File: config.mk
export PLATFORM = sky130hd
export DESIGN_NAME = spc_front
export DESIGN_NICKNAME = d
export VERILOG_FILES = /design/src/rtl/spc_pkg.sv /design/src/rtl/spc_front.sv
export SDC_FILE = /design/constraint.sdc
export NUM_CORES = 1
export LEC_CHECK = 0
export BUFFER_PORTS_ARGS = -buffer_cell sky130_fd_sc_hd__buf_2
export CORE_MARGIN = 4
export CORE_UTILIZATION = 40
export CTS_CLUSTER_SIZE = 14
export DETAILED_ROUTE_END_ITERATION = 8
export SLEW_MARGIN = 20
export SYNTH_ARGS = -nofsm -noshare
export SYNTH_HDL_FRONTEND = slang
export SYNTH_SLANG_ARGS = --single-unit
File: constraint.sdc
create_clock -name clk_i -period 5.69 [get_ports clk_i]
set_clock_uncertainty 0.2 [all_clocks]
set_input_delay 0.569 -clock clk_i [delete_from_list [all_inputs] [get_ports clk_i]]
set_output_delay 0.569 -clock clk_i [all_outputs]
set_load 0.02 [all_outputs]
File: src/rtl/spc_pkg.sv
// ----------------------------------------------------------------------------
// spc_pkg: shared types and constants of the sine pulse pixel color block
// Widths, register codes, reset values, reciprocal constants and the
// brightness tables built at elaboration from a fixed-point sine series.
// ----------------------------------------------------------------------------
package spc_pkg;

  localparam int unsigned SINE_STEPS   = 1024;
  localparam int unsigned MAX_PIXELS   = 1024;
  localparam int unsigned PALETTE_SIZE = 5;
  localparam int unsigned NUM_PAL_REGS = 5;

  localparam int unsigned SINE_BITS   = $clog2(SINE_STEPS);
  localparam int unsigned QUART_BITS  = SINE_BITS - 2;
  localparam int unsigned QUART_STEPS = SINE_STEPS / 4;

  localparam int unsigned PIX_W      = 10;
  localparam int unsigned TIME_W     = 32;
  localparam int unsigned CYC_W      = 16;
  localparam int unsigned CNT_W      = 3;
  localparam int unsigned COLOR_W    = 24;
  localparam int unsigned CH_W       = 8;
  localparam int unsigned NUM_CH     = COLOR_W / CH_W;
  localparam int unsigned BRIGHT_W   = 9;
  localparam int unsigned ENTRY_W    = 3;
  localparam int unsigned CFG_IDX_W  = 3;
  localparam int unsigned CFG_DATA_W = 24;

  localparam int unsigned FRONT_STAGES = 2;
  localparam int unsigned PH_STAGES    = SINE_BITS + 1;
  localparam int unsigned SHADE_STAGES = 2;
  localparam int unsigned LATENCY      = FRONT_STAGES + TIME_W + PH_STAGES + SHADE_STAGES;

  // floor(x * MUL >> SH) equals floor(x / d) over the full input range
  localparam int unsigned DIV3_PIX_MUL = 683;
  localparam int unsigned DIV3_PIX_SH  = 11;
  localparam int unsigned DIV5_PIX_MUL = 205;
  localparam int unsigned DIV5_PIX_SH  = 10;
  localparam int unsigned DIV3_CYC_MUL = 43691;
  localparam int unsigned DIV3_CYC_SH  = 17;
  localparam int unsigned DIV5_CYC_MUL = 52429;
  localparam int unsigned DIV5_CYC_SH  = 18;

  typedef enum logic [CFG_IDX_W-1:0] {
    CFG_COLOR_COUNT   = 3'd0,
    CFG_CYCLE_LENGTH  = 3'd1,
    CFG_PALETTE_ZERO  = 3'd2,
    CFG_PALETTE_ONE   = 3'd3,
    CFG_PALETTE_TWO   = 3'd4,
    CFG_PALETTE_THREE = 3'd5,
    CFG_PALETTE_FOUR  = 3'd6
  } cfg_reg_e;

  localparam logic [CNT_W-1:0] COUNT_RESET = 3'd5;
  localparam logic [CYC_W-1:0] CYCLE_RESET = 16'd1000;
  localparam logic [NUM_PAL_REGS-1:0][COLOR_W-1:0] PAL_RESET = {
    24'hE44E04, 24'h940101, 24'hD20000, 24'hDE3207, 24'hC10909
  };

  typedef struct packed {
    logic [CNT_W-1:0]                     count;
    logic [CYC_W-1:0]                     cycle;
    logic [NUM_PAL_REGS-1:0][COLOR_W-1:0] palette;
  } cfg_t;

  typedef struct packed {
    logic [PIX_W-1:0]   pix;
    logic [TIME_W-1:0]  tm;
    logic [ENTRY_W-1:0] entry;
    logic [CYC_W-1:0]   seg;
  } front1_t;

  typedef struct packed {
    logic [PIX_W-1:0]   pix;
    logic [TIME_W-1:0]  tm;
    logic [CYC_W-1:0]   shift;
    logic [COLOR_W-1:0] color;
  } front_t;

  typedef struct packed {
    logic [PIX_W-1:0]   pix;
    logic [TIME_W-1:0]  tm;
    logic [CYC_W-1:0]   rem;
    logic [CYC_W-1:0]   shift;
    logic [COLOR_W-1:0] color;
  } tmod_t;

  typedef struct packed {
    logic [PIX_W-1:0]     pix;
    logic [COLOR_W-1:0]   color;
    logic [CYC_W-1:0]     rem;
    logic [SINE_BITS-1:0] k;
  } phase_t;

  localparam logic [63:0] HALF_PI_Q30 = 64'h0000_0000_6487_ED51;
  localparam logic [63:0] Q30_ONE     = 64'h0000_0000_4000_0000;
  localparam logic [63:0] TOL         = 64'h0000_0000_0000_4000;

  // sin of (pi/2)*a/SINE_STEPS in Q30 by a truncated nested series
  function automatic logic [63:0] sin_q30(input logic [63:0] a);
    logic [63:0] x;
    logic [63:0] x2;
    logic [63:0] t;
    logic [63:0] d;
    x  = (HALF_PI_Q30 * a) / SINE_STEPS;
    x2 = (x * x) >> 30;
    t  = Q30_ONE;
    d  = ((x2 * t) >> 30) / 64'd156;
    t  = (d >= Q30_ONE) ? 64'd0 : Q30_ONE - d;
    d  = ((x2 * t) >> 30) / 64'd110;
    t  = (d >= Q30_ONE) ? 64'd0 : Q30_ONE - d;
    d  = ((x2 * t) >> 30) / 64'd72;
    t  = (d >= Q30_ONE) ? 64'd0 : Q30_ONE - d;
    d  = ((x2 * t) >> 30) / 64'd42;
    t  = (d >= Q30_ONE) ? 64'd0 : Q30_ONE - d;
    d  = ((x2 * t) >> 30) / 64'd20;
    t  = (d >= Q30_ONE) ? 64'd0 : Q30_ONE - d;
    d  = ((x2 * t) >> 30) / 64'd6;
    t  = (d >= Q30_ONE) ? 64'd0 : Q30_ONE - d;
    return (x * t) >> 30;
  endfunction

  function automatic logic [BRIGHT_W-1:0] bright_of(input logic [63:0] a, input logic neg);
    logic [63:0] m;
    logic [63:0] v;
    m = 64'd128 * sin_q30(a);
    if (!neg) begin
      v = 64'd128 + ((m + TOL) >> 30);
    end else if (m <= TOL) begin
      v = 64'd128;
    end else begin
      v = 64'd128 - ((m - TOL + Q30_ONE - 64'd1) >> 30);
    end
    return v[BRIGHT_W-1:0];
  endfunction

  function automatic logic [QUART_STEPS*BRIGHT_W-1:0] bright_tab(input logic neg);
    logic [QUART_STEPS*BRIGHT_W-1:0] tab;
    tab = '0;
    for (int j = 0; j < QUART_STEPS; j++) begin
      tab[j*BRIGHT_W +: BRIGHT_W] = bright_of(64'(4 * j), neg);
    end
    return tab;
  endfunction

  localparam logic [QUART_STEPS*BRIGHT_W-1:0] POS_TAB = bright_tab(1'b0);
  localparam logic [QUART_STEPS*BRIGHT_W-1:0] NEG_TAB = bright_tab(1'b1);
  localparam logic [BRIGHT_W-1:0] POS_FULL = bright_of(64'(SINE_STEPS), 1'b0);
  localparam logic [BRIGHT_W-1:0] NEG_FULL = bright_of(64'(SINE_STEPS), 1'b1);

endpackage

File: src/rtl/spc_front.sv
// ----------------------------------------------------------------------------
// spc_front: palette entry and phase offset
// Two stages: entry = pixel mod count and segment = cycle / count by
// shifts or reciprocal multiplies, then the offset product and the palette pick.
// ----------------------------------------------------------------------------
module spc_front (
  input  logic                       clk_i,
  input  logic                       rst_ni,
  input  logic                       valid_i,
  input  logic [spc_pkg::PIX_W-1:0]  pix_i,
  input  logic [spc_pkg::TIME_W-1:0] tm_i,
  input  spc_pkg::cfg_t              cfg_i,
  output logic                       valid_o,
  output spc_pkg::front_t            data_o
);
  import spc_pkg::*;

  logic [2*PIX_W-1:0] p3_prod;
  logic [2*PIX_W-1:0] p5_prod;
  logic [PIX_W-1:0]   p3_q;
  logic [PIX_W-1:0]   p5_q;
  logic [PIX_W-1:0]   p6_q;
  logic [2*CYC_W-1:0] c3_prod;
  logic [2*CYC_W-1:0] c5_prod;
  logic [CYC_W-1:0]   c3_q;
  logic [CYC_W-1:0]   c5_q;
  logic [PIX_W-1:0]   rem;

  front1_t s1_d;
  front1_t s1_q;
  logic    s1_valid_q;
  front_t  s2_d;
  front_t  s2_q;
  logic    s2_valid_q;
  logic    pal_ok;
  logic    on_strip;

  always_comb begin
    p3_prod = {{PIX_W{1'b0}}, pix_i} * (2*PIX_W)'(DIV3_PIX_MUL);
    p5_prod = {{PIX_W{1'b0}}, pix_i} * (2*PIX_W)'(DIV5_PIX_MUL);
    p3_q    = PIX_W'(p3_prod >> DIV3_PIX_SH);
    p5_q    = PIX_W'(p5_prod >> DIV5_PIX_SH);
    p6_q    = p3_q >> 1;
    c3_prod = {{CYC_W{1'b0}}, cfg_i.cycle} * (2*CYC_W)'(DIV3_CYC_MUL);
    c5_prod = {{CYC_W{1'b0}}, cfg_i.cycle} * (2*CYC_W)'(DIV5_CYC_MUL);
    c3_q    = CYC_W'(c3_prod >> DIV3_CYC_SH);
    c5_q    = CYC_W'(c5_prod >> DIV5_CYC_SH);
    rem     = '0;
    s1_d.seg = cfg_i.cycle;
    unique case (cfg_i.count)
      3'd2: begin
        rem      = {{(PIX_W-1){1'b0}}, pix_i[0]};
        s1_d.seg = cfg_i.cycle >> 1;
      end
      3'd3: begin
        rem      = pix_i - PIX_W'(p3_q * 3'd3);
        s1_d.seg = c3_q;
      end
      3'd4: begin
        rem      = {{(PIX_W-2){1'b0}}, pix_i[1:0]};
        s1_d.seg = cfg_i.cycle >> 2;
      end
      3'd5: begin
        rem      = pix_i - PIX_W'(p5_q * 3'd5);
        s1_d.seg = c5_q;
      end
      3'd6: begin
        rem      = pix_i - PIX_W'(p6_q * 3'd6);
        s1_d.seg = c3_q >> 1;
      end
      default: begin
        rem      = '0;
        s1_d.seg = cfg_i.cycle;
      end
    endcase
    s1_d.pix   = pix_i;
    s1_d.tm    = tm_i;
    s1_d.entry = rem[ENTRY_W-1:0];
  end

  always_comb begin
    pal_ok      = 32'(s1_q.entry) < NUM_PAL_REGS;
    on_strip    = 32'(s1_q.pix) < MAX_PIXELS;
    s2_d.pix    = s1_q.pix;
    s2_d.tm     = s1_q.tm;
    s2_d.shift  = s1_q.seg * CYC_W'(s1_q.entry);
    s2_d.color  = (pal_ok && on_strip) ? cfg_i.palette[s1_q.entry] : '0;
  end

  always_ff @(posedge clk_i or negedge rst_ni) begin
    if (!rst_ni) begin
      s1_valid_q <= 1'b0;
      s2_valid_q <= 1'b0;
    end else begin
      s1_valid_q <= valid_i;
      s2_valid_q <= s1_valid_q;
    end
  end

  always_ff @(posedge clk_i) begin
    s1_q <= s1_d;
    s2_q <= s2_d;
  end

  assign valid_o = s2_valid_q;
  assign data_o  = s2_q;

endmodule

# Word level (Yosys, flattened, before mapping)
# Index checks and enable logic that the tools add are counted.
# op_classes
n_addsub,3
n_mul,8
order_cmp,2
n_eq_ne,5
n_mux,4
# op_table
operator,n
16-bit one-hot mux with 5 select lines,1
24-bit binary-select mux with 3-bit select,1
"16-bit by 16-bit multiplier with 32-bit output, second input constant",2
24-bit two-way mux,1
"10-bit by 10-bit multiplier with 20-bit output, second input constant",1
"10-bit by 8-bit multiplier with 18-bit output, second input constant",1
16-bit by 3-bit multiplier with 16-bit output,1
3-bit one-hot mux with 5 select lines,1
"3-bit equality test, second input constant",3
"9-bit by 2-bit multiplier with 3-bit output, second input constant",1
3-bit subtractor,3
"8-bit by 2-bit multiplier with 2-bit output, second input constant",1
"8-bit by 3-bit multiplier with 3-bit output, second input constant",1
"3-bit by 2-bit equality test with 1-bit output, second input constant",2
"3-bit by 4-bit less-than comparator with 1-bit output, second input constant",1
"3-bit less-than comparator, second input constant",1
# totals
register_bits,145
in_bits,184
output_inout_bits,83
word_cells,32

# Logic depth before layout (Yosys ltp)
# Gate-level depths: netlist of run 1.
# depth
ltp_word,4
mapped_depth,24
ltp_nobuf,24

# Worst setup path after synthesis of run 1
# No wires, ideal clock.
# synth_timing
path_type,in2reg
start,input port cfg_i[122] (netlist name)
end,register s1_q[12] (netlist name)
setup_ns,0.122
arrival_ns,5.753
setup_slack_ns,-0.385
path_stages,21
cell_sequence,ha_1 fa_1 inv_1 fa_1 inv_1 fa_1 fa_1 inv_1 fa_1 inv_1 ha_1 nand2_1 o21bai_1 a311oi_1 a211oi_4 nand3_2 a221oi_4 a31oi_1 xor2_1 o21ai_0 o32a_1
# synth_rtl
item,line,text
start: declaration,spc_front.sv:12,"input spc_pkg::cfg_t cfg_i,"
end signal: assignment,spc_front.sv:101,s1_q <= s1_d;
end: declaration,spc_front.sv:30,front1_t s1_q;

==> metrics.md, run 1 <==
| Metric | Value |
|---|---|
| Crit start category | input port |
| Final Util | 52.7% |
| Ys Warns | 0 |
| Max clock buf depth | 2 |
| Setup ws final | -0.168 ns |
| Seq/Total Area, Yosys | 17.0% |
| H-tree levels | 4 |
| Crit Path Class | input port to register |
| Fraction of layout cells with a size suffix above 1 | between 20 and 30% |
| RSZ-0062 raised after global routing | true |
| GRT busiest layer | met2 |
| Synth-to-Final Area Change | 29.4% |
| Synth Instances | 1762 |
| Met3 GRT Util | 3.63% |
| Syn Area/Cell | 9.75 um^2 |
| Worst slew pin tran | about 1.1 ns |
| Violated checks | negative setup slack |
| CP required | between 5 and 6 ns |
| Row Count | 75 |
| Worst path max stage delay | 0.51 ns |
| Number of synthesized flops with an enable pin | 0 |
| Via count of the first global-routing pass | 14807 |
| Die Wd | ~220 um |
| Family with the most delay on the worst path | adder cells |
| Antenna-violating nets left | 0 |
| 1st-iter DRT viols | 744 |
| Min Hold Slack | 0.0500 ns |
| I/O Buffers | 266 |
| Area occupied by multi-input gates | 13200 um^2 |
| Setup TNS | -0.453 ns |
| Max Slew Vio Count | 0 |
| Final-stage net count | 2976 |
| Routed len/inst | 17.6 um |
| Static Leak | 11.9 nW |
| Drt first pass iters | 5 |
| Half-perimeter wire length after placement | 42.3 mm |
| Clk slew on worst S/H paths | 0.07 ns |
| Crit path buf inv count | 4 |
| Synth area leader | ha_1 |
| Total global-route track usage | about a fifth |
| Worst slew margin | 29.1% |
| Post-Syn Area | ~17000 um^2 |
| Root Driver | clkbuf_16 |
| Met2 Use GR | roughly 37% |
| Vias after detailed routing | between 10000 and 15000 |
| Max Cap Viol | 0 |
| Crit-path cells | buf_12, ha_4, inv_2, fa_2, fa_1, inv_1, fa_1, fa_1, fa_1, ha_4, buf_6, nand4_1, a21oi_2, a211oi_2, a211oi_4, nand3_2, a221oi_4, a31oi_1, xor2_1, o21ai_1, o32a_1 |
| Global-route wire length before repair | roughly 80 mm |
| CTS tree | built |
| Most used cell, CP | fa_1 |
| Prevailing post-synth register cell | dfxtp_1 |
| Largest net degree at the start of global routing | 46 |
| M1 GR Usage | 27.7% |
| VDD IR max | roughly 0.64 mV |
| Num CTS Buffers | 17 |
| Core area | 42200 um^2 |
| Post-route DRC violation count | 0 |
| Crit share post-route | 103% |
| WL final | 49.1 mm |
| Placer Congestion | 0.946 |
| Fin. Hold Viols | 0 |
| Mapped Nets | 2499 |
| Worst-Skew Late Latency | about 0.42 ns |
| Post-synthesis async set-or-reset flop share | 1.38% |
| GRT Residual Overflow | 0 |
| Total I/O pin count | 267 |
| Slowest-stage cell, CP | fa_1 |
| Tot Pwr | 14.1 mW |
| Fill cells | about 3900 |
| HP Class | input port to register |
| Critical Path Fanout Max | 6 |
| Cell area power density | 635 nW/um^2 |
| Synth cell types | 75 |
| Critical Path AT | 5.96 ns |
| Synth top area cells | ha_1 (25%), fa_1 (25%), dfxtp_1 (17%) |
| Antenna violations before repair | 6 |
| Initial core utilization | 40.7% |
| Die height | 215 um |
| Clk sinks | ~150 |
| Min cycle time layout | 5.86 ns |
| Vias per cell | 4.91 |
| Status | finished, violations left |
| Critical Path End Type | register |
| Post-synth top area share | 24.9% |
| Setup violators final | 6 |
| Register bit total from synthesis | 145 |
| Seq. cell area | a little under 3000 um^2 |
| Die area | ~46000 um^2 |
| Fmax | roughly 170 MHz |
[Yosys cell counts (3+ instances only)]
master,number
nor2b_1,13
o22ai_1,6
and4_1,3
nand2b_1,8
mux2i_1,9
a21oi_1,57
nor2_1,37
a21boi_0,4
ha_1,342
nand4_1,6
mux4_2,23
o21bai_1,5
a31oi_1,8
inv_1,465
a21o_1,26
and3_1,4
nand3_1,11
o211ai_1,3
a22oi_1,7
dfxtp_1,143
nor3_1,15
buf_4,3
and2_1,11
mux2_2,4
o21a_1,7
o21ai_0,70
nand2_1,96
a221oi_1,3
a311oi_1,4
clkbuf_1,19
fa_1,211
buf_1,6
xor2_1,25
or2_2,4
a211oi_1,9
xnor2_1,43
[report_power, final]
part,internal [mW],leakage [nW],total [mW],switching [mW]
sequential,1.26,1.23,1.39,0.129
combinational,5.67,10.4,11.7,6.03
clock,0.572,0.256,1.04,0.467
[worst paths after layout]
| check | start | endpoint | slack, ns | cells past startpoint |
|---|---|---|---|---|
| worst min-delay path | tm_i[7] | s1_q[26]$_DFF_P_ | 0.05 | 1 |
| max in group asynchronous | rst_ni | s1_valid_q$_DFF_PN0_ | 4.92 | 2 |
| min in group asynchronous | rst_ni | valid_o$_DFF_PN0_ | 0.28 | 2 |
| worst max register to register | s1_q[17]$_DFF_P_ | data_o[38]$_DFF_P_ | 1.22 | 16 |
| worst max-delay path | cfg_i[123] | s1_q[12]$_DFF_P_ | -0.17 | 21 |
| worst min register to register | s1_q[48]$_DFF_P_ | data_o[69]$_DFF_P_ | 0.12 | 0 |
[cell type report]
class / instances / share of cell area [%]
Inverter: 466 / 7.87
Antenna cell: 1 / 0.0113
Clock buffer: 18 / 1.93
Tap cell: 539 / 3.03
Clock inverter: 14 / 0.557
Timing Repair Buffer: 489 / 14.2
Multi-Input combinational cell: 1120 / 59.2
Sequential cell: 145 / 13.1
[worst register-to-register path: cells and delay by family, from the launching register on]
| kind | cells | cell delay, ns |
|---|---|---|
| buf+inv | 2 | 0.12 |
| flops | 1 | 0.97 |
| simple gates | 2 | 0.31 |
| compound gates | 8 | 1.52 |
| fa+ha+maj | 3 | 1.11 |
| xor+xnor | 1 | 0.15 |
[stage by stage]
stage          cell area, um^2  cells  worst slack (ns)
2_1_floorplan            17300   1762            -0.308
3_3_place_gp             20800   2743            -0.752
3_5_place_dp             20800   2743            -0.785
4_1_cts                  21800   2780           -0.0588
5_1_grt                  22200   2792            -0.271
6_report                 22200   2792            -0.168
[timing repair]
item,4_1_cts,5_1_grt
setup endpoints to repair,15,16
endpoints found under the hold margin,2,0
setup buffers,4,12
gates resized for setup,69,78
hold buffers,1,0
pin swaps,37,58
[flip-flops by register name, summed over array words and instances (netlist names)]
register,flops
data_o,82
s1_q,61
s1_valid_q,1
valid_o,1
[cells by family after synthesis]
family,Yosys count,synth area share (%)
compound gates,241,9.14
buf+inv,497,10.9
fa+ha+maj,553,49.5
mux,36,3.80
simple gates,221,6.12
xor+xnor,69,3.56
flops,145,17.0
[routing by layer]
metal | vias up | wire length, um
li1 | 6606 | -
met1 | 6581 | 20800
met2 | 430 | 23700
met3 | 99 | 3130
met4 | 6 | 1470
met5 | - | 37
[placed cells by master, fill, tap and decap left out, drive strengths merged, types with 5 or more instances in the layout]
cell type	netlist	routed
buf	11	486
inv	465	472
ha	342	342
fa	211	211
dfxtp	143	143
nand2	96	96
o21ai	72	72
a21oi	57	57
xnor2	44	44
nor2	37	37
a21o	27	27
xor2	25	25
mux4	23	23
clkbuf	20	20
nor3	15	15
nor2b	13	13
and2	12	12
nand3	12	12
a211oi	10	10
mux2i	9	9
a31oi	9	9
nand2b	8	8
o21a	7	7
a22oi	7	7
nand4	6	6
o22ai	6	6
clkinvlp	0	5
o21bai	5	5
and3	5	5
No activity file was read; power rests on OpenSTA's default activity.
==> run 2, diff against run 1 <==
--- a/config.mk
+++ b/config.mk
@@ -6,8 +6,8 @@
 export NUM_CORES = 1
 export LEC_CHECK = 0
 export BUFFER_PORTS_ARGS = -buffer_cell sky130_fd_sc_hd__buf_2
-export CORE_MARGIN = 4
 export CORE_UTILIZATION = 40
+export CTS_CLUSTER_DIAMETER = 200
 export CTS_CLUSTER_SIZE = 14
 export DETAILED_ROUTE_END_ITERATION = 8
 export SLEW_MARGIN = 20
==> metrics.md, run 2 (same netlist as run 1, synthesis figures left out) <==
| Metric | Value |
|---|---|
| Status | finished, violations left |
| Violated checks | negative setup slack |
| Fill cells | 3787 (-1.7%) |
| Worst slew margin | 27.8% (-1.2 points) |
| Total global-route track usage | 22.2% (+0.89 points) |
| Max clock buf depth | 2 (unchanged) |
| H-tree levels | 4 (unchanged) |
| Largest net degree at the start of global routing | 46 (unchanged) |
| Setup violators final | 10 (+4) |
| Synth-to-Final Area Change | 29.4% (about the same) |
| Root Driver | clkbuf_16 |
| HP Class | input port to register |
| Die height | 209 um (-2.8%) |
| Area occupied by multi-input gates | 13200 um^2 (+0.19%) |
| Antenna violations before repair | 1 (-5) |
| Final Util | 52.8% (+0.11 points) |
| Hold depth | 1 (unchanged) |
| Initial core utilization | 40.8% (+0.091 points) |
| Antenna-violating nets left | 0 (unchanged) |
| VDD IR max | 0.977 mV (+52%) |
| Critical Path End Type | register |
| Worst slew pin tran | 1.08 ns (+0.0185 ns) |
| Final-stage net count | 2975 (-0.034%) |
| RR Endpoint | data_o[36]$_DFF_P_ |
| WL final | 47.5 mm (-3.3%) |
| I/O Buffers | 266 (unchanged) |
| Worst-Skew Late Latency | 0.42 ns (about the same) |
| Commonest non-fill, non-tap cell in the layout | inv_1 |
| Setup TNS | -0.954 ns (-0.500 ns) |
| Num CTS Buffers | 17 (unchanged) |
| Fmax | 170 MHz (-0.12%) |
| FF-to-FF path depth | 16 (unchanged) |
| Commonest cells after routing, fill and taps aside | inv_1 (458), ha_1 (312), buf_2 (254) |
| Vias after detailed routing | 13571 (-1.1%) |
| Drt first pass iters | 7 (+2) |
| Max reg flops | 82 (unchanged) |
| Core area | 42100 um^2 (-0.22%) |
| Die area | 43800 um^2 (-5.5%) |
| Routed len/inst | 17.0 um (-3.2%) |
| Static Leak | 11.9 nW (+0.24%) |
| Reg2Reg Setup Slack | 1.26 ns (+0.04 ns) |
| Hold EP | s1_q[26]$_DFF_P_ |
| Vias per cell | 4.86 (-1.1%) |
| Max Slew Vio Count | 0 (unchanged) |
| Total I/O pin count | 267 (unchanged) |
| Fraction of layout cells with a size suffix above 1 | 29.7% (about the same) |
| Crit Path Class | input port to register |
| Hold path startpoint | tm_i[7] |
| Cell area power density | 634 nW/um^2 (-0.13%) |
| Max Cap Viol | 0 (unchanged) |
| Critical Path AT | 5.95 ns (about the same) |
| Setup ws final | -0.175 ns (-0.00711 ns) |
| Clk slew on worst S/H paths | 0.07 ns (about the same) |
| Critical Path Fanout Max | 4 (-2) |
| Clk sinks | 145 (unchanged) |
| Pre-CTS WS | -0.805 ns (-0.0200 ns) |
| Via count of the first global-routing pass | 14351 (-3.1%) |
| Row Count | 75 (unchanged) |
| Fin. Hold Viols | 0 (unchanged) |
| Min cycle time layout | 5.87 ns (+0.00711 ns) |
| Crit start category | input port |
| GRT Residual Overflow | 0 (unchanged) |
| Die Wd | 209 um (-2.8%) |
| Half-perimeter wire length after placement | 40.8 mm (-3.5%) |
| Min Hold Slack | 0.0560 ns (+0.00596 ns) |
| Post-route DRC violation count | 0 (unchanged) |
| Placer Congestion | 0.919 (-2.9%) |
| CTS tree | built |
| Global-route wire length before repair | 75.7 mm (-3.9%) |
| RSZ-0062 raised after global routing | true |
| Seq. cell area | 2920 um^2 (unchanged) |
| 1st-iter DRT viols | 753 (+1.2%) |
| Tot Pwr | 14.1 mW (-0.14%) |
| Crit share post-route | 103% (+0.13 points) |
| CP required | 5.77 ns (-0.02 ns) |
| Reg-to-reg critical path startpoint | s1_q[17]$_DFF_P_ |
[run 2: metrics by stage]
stage          cells  area [um^2]
3_5_place_dp    2743        20800
6_report        2791        22200
3_3_place_gp    2743        20800
4_1_cts         2783        21800
2_1_floorplan   1762        17300
5_1_grt         2790        22200
[run 2: what timing repair did]
action,CTS,global route
pin swaps,47,59
hold endpoints to repair,2,0
buffers inserted,7,8
endpoints found under the setup margin,14,15
gates resized for setup,75,69
hold buffers,1,0
[run 2: power breakdown]
part / switching (mW) / internal (mW)
sequential: 0.136 / 1.26
combinational: 5.98 / 5.68
clock: 0.470 / 0.572
[run 2: critical path, stage by stage]
cell and delay (ns):
buf_12 0.11, ha_4 0.24, fa_1 0.50, fa_1 0.53
inv_2 0.07, fa_1 0.48, inv_1 0.05, fa_1 0.48
inv_1 0.05, fa_1 0.50, inv_2 0.05, ha_4 0.28
nand2_2 0.06, o21bai_4 0.16, a311oi_4 0.06, a211oi_4 0.31
nand3_2 0.16, a221oi_4 0.34, a31oi_1 0.13, xor2_1 0.30
o21ai_1 0.15, o32a_1 0.36
[run 2: cell type report]
class	count	area share [%]
flip-flops and latches	145	13.1
well taps	539	3.03
repair buffers	488	14.1
clock buffers	18	1.93
inverters	466	7.87
clock inverters	14	0.540
multi-input cells	1120	59.4
diodes	1	0.0113
[run 2: metal layers]
metal | global-route usage [%] | vias up | wire length, um
met3 | 2.69 | 50 | 2230
met4 | 5.45 | 0 | 1050
li1 | - | 6609 | -
met2 | 38.4 | 378 | 23000
met5 | 0 | - | 0
met1 | 29.3 | 6534 | 21200
[run 2: worst max-delay path by stage]
stage               start                to  slack (ns)  depth (start not counted)
5_1_grt        cfg_i[129]  s1_q[12]$_DFF_P_       -0.33                         20
2_1_floorplan  cfg_i[122]  s1_q[12]$_DFF_P_       -0.31                         21
3_3_place_gp   cfg_i[123]  s1_q[10]$_DFF_P_       -0.82                         24
6_report       cfg_i[123]  s1_q[12]$_DFF_P_       -0.18                         22
4_1_cts        cfg_i[122]  s1_q[12]$_DFF_P_       -0.10                         22
3_5_place_dp   cfg_i[122]  s1_q[10]$_DFF_P_       -0.81                         23
==> run 3, diff against run 2 <==
==> constraint.sdc (replaced) <==
create_clock -name clk_i -period 5.2 [get_ports clk_i]
set_clock_uncertainty 0.2 [all_clocks]
set_input_delay 0.52 -clock clk_i [delete_from_list [all_inputs] [get_ports clk_i]]
set_output_delay 0.52 -clock clk_i [all_outputs]
set_load 0.02 [all_outputs]
==> metrics.md, run 3 (same netlist as run 1, synthesis figures left out) <==
| Metric | Value |
|---|---|
| Crit start category | input port |
| Max Cap Viol | 0 (unchanged) |
| Cell area power density | 705 nW/um^2 (+11%) |
| Global-route wire length before repair | 76.7 mm (+1.4%) |
| Worst-Skew Late Latency | 0.41 ns (about the same) |
| Tot Pwr | 16.5 mW (+17%) |
| Most used cell, CP | inv_2 |
| Total I/O pin count | 267 (unchanged) |
| Crit Path Class | input port to register |
| Total global-route track usage | 22.3% (+0.20 points) |
| Final Util | 55.5% (+2.7 points) |
| Static Leak | 12.3 nW (+3.4%) |
| Vias per cell | 4.83 (-0.61%) |
| Largest net degree at the start of global routing | 46 (unchanged) |
| Vias after detailed routing | 13884 (+2.3%) |
| Max clock buf depth | 2 (unchanged) |
| Num CTS Buffers | 17 (unchanged) |
| Antenna-violating nets left | 0 (unchanged) |
| Max Slew Vio Count | 0 (unchanged) |
| H-tree levels | 4 (unchanged) |
| Slowest-stage cell, CP | fa_2 |
| Commonest non-fill, non-tap cell in the layout | inv_1 |
| Fin. Hold Viols | 0 (unchanged) |
| Setup TNS | -5.92 ns (-4.96 ns) |
| Min cycle time layout | 5.78 ns |
| Max reg flops | 82 (unchanged) |
| Placed Instances | 2786 (+1.6%) |
| Synth-to-Final Area Change | 36.0% |
| Placer Congestion | 0.923 (+0.48%) |
| VDD IR max | 1.19 mV (+22%) |
| RSZ-0062 raised after global routing | true |
| GRT Residual Overflow | 0 (unchanged) |
| Row Count | 75 (unchanged) |
| Routed len/inst | 16.9 um (-1.0%) |
| Post-route DRC violation count | 0 (unchanged) |
| Setup ws final | -0.579 ns (-0.404 ns) |
| Antenna violations before repair | 1 (unchanged) |
| Via count of the first global-routing pass | 15002 (+4.5%) |
| Clk sinks | 145 (unchanged) |
| Crit share post-route | 111% |
| Root Driver | clkbuf_16 |
| Violated checks | negative setup slack |
| Half-perimeter wire length after placement | 40.8 mm (about the same) |
| Clk slew on worst S/H paths | 0.06 ns (about the same) |
| Crit-path cells | buf_12, ha_4, fa_2, inv_2, fa_2, inv_2, fa_1, fa_1, inv_2, fa_1, inv_2, ha_4, nand4_1, a21oi_2, a211oi_4, a211oi_4, nand3_2, a221oi_4, buf_6, buf_6, a21oi_4, mux2i_1, a311o_1, a31oi_2 |
| Status | finished, violations left |
| Worst slew pin tran | 1.01 ns (-0.0725 ns) |
| Drt first pass iters | 5 (-2) |
| CTS tree | built |
| Worst path max stage delay | 0.52 ns (about the same) |
| Commonest cells after routing, fill and taps aside | inv_1 (450), ha_1 (284), buf_4 (264) |
| Fraction of layout cells with a size suffix above 1 | 33.2% (+3.5 points) |
| I/O Buffers | 266 (unchanged) |
| Setup violators final | 15 (+5) |
| Critical Path AT | 5.92 ns (-0.03 ns) |
| Initial core utilization | 40.8% (unchanged) |
| HP Class | input port to register |
| Critical Path Fanout Max | 6 (+2) |
| Final-stage net count | 3057 (+2.8%) |
| Fmax | 173 MHz |
| Fill cells | 3662 (-3.3%) |
| Die height | 209 um (unchanged) |
| WL final | 48.4 mm (+1.9%) |
| Die area | 43800 um^2 (unchanged) |
| CP required | 5.34 ns (-0.43 ns) |
| Core area | 42100 um^2 (unchanged) |
| Worst slew margin | 32.7% (+4.8 points) |
| Fin cells | 2873 (+2.9%) |
| 1st-iter DRT viols | 661 (-12%) |
| Critical Path End Type | register |
| Die Wd | 209 um (unchanged) |
==> run 3: cell count changes in the layout (fill, tap and decap cells not counted), moves of 5 or more <==
| cell | change |
|---|---|
| ha_1 | -28 |
| buf_2 | -5 |
| dlygate4sd3_1 | +27 |
| buf_4 | +49 |
| inv_1 | -8 |
| a21oi_2 | +6 |
| ha_4 | +22 |
| a21oi_1 | -9 |
| buf_6 | +11 |
| ha_2 | +6 |
| inv_2 | +8 |
==> run 3: final cells by class <==
class,instances,area (um^2),share of cell area (%)
antenna,1,2.50,0.0107
clock buffer,18,439,1.88
clock inverter,14,121,0.519
inverter,466,1750,7.48
multi-input combinational,1120,13600,58.1
sequential,145,2920,12.5
tap,539,674,2.88
timing repair buffer,570,3900,16.7
==> run 3: where the power goes <==
group,switching (mW),internal (mW)
logic,6.94,6.85
registers,0.145,1.38
clock network,0.517,0.640
==> run 3: stage by stage <==
stage / area [um^2] / setup slack (ns) / hold WS, ns
global placement: 21200 / -1.32 / 0.103
floorplan: 17400 / -0.749 / 0.0244
CTS: 22800 / -0.537 / 0.0000610
detailed placement: 21200 / -1.33 / 0.107
global route: 23400 / -0.716 / 0.00907
finish: 23400 / -0.579 / 0.0230
==> run 3: path summary, 6_finish.rpt <==
check | slack, ns | endpoint | cells past startpoint | startpoint
worst max-delay path | -0.58 | s1_q[11]$_DFF_P_ | 24 | cfg_i[124]
worst min-delay path | 0.02 | s1_q[50]$_DFF_P_ | 1 | tm_i[31]
worst max register to register | 0.99 | data_o[38]$_DFF_P_ | 16 | s1_q[18]$_DFF_P_
worst min register to register | 0.12 | data_o[55]$_DFF_P_ | 0 | s1_q[34]$_DFF_P_
max in group asynchronous | 4.48 | valid_o$_DFF_PN0_ | 2 | rst_ni
min in group asynchronous | 0.23 | s1_valid_q$_DFF_PN0_ | 2 | rst_ni
==> run 3: worst max-delay path: cells and delay by family <==
| family | cells | cell delay (ns) |
|---|---|---|
| simple gates | 2 | 0.29 |
| buf+inv | 7 | 0.56 |
| fa+ha+maj | 7 | 3.04 |
| mux | 1 | 0.13 |
| compound gates | 7 | 1.37 |
==> run 3: routing by layer <==
layer | up-vias | wire length (um) | GRT usage (%)
li1 | 6762 | - | -
met1 | 6758 | 21700 | 28.9
met2 | 312 | 24000 | 39.8
met3 | 52 | 1690 | 2.36
met4 | 0 | 955 | 5.60
met5 | - | 0 | 0
==> run 3: timing repair <==
item	in CTS	in global routing
gates resized for setup	137	84
pin swaps	77	92
buffers inserted	13	16
hold buffers	28	0
setup endpoints to repair	16	17
endpoints found under the hold margin	29	0
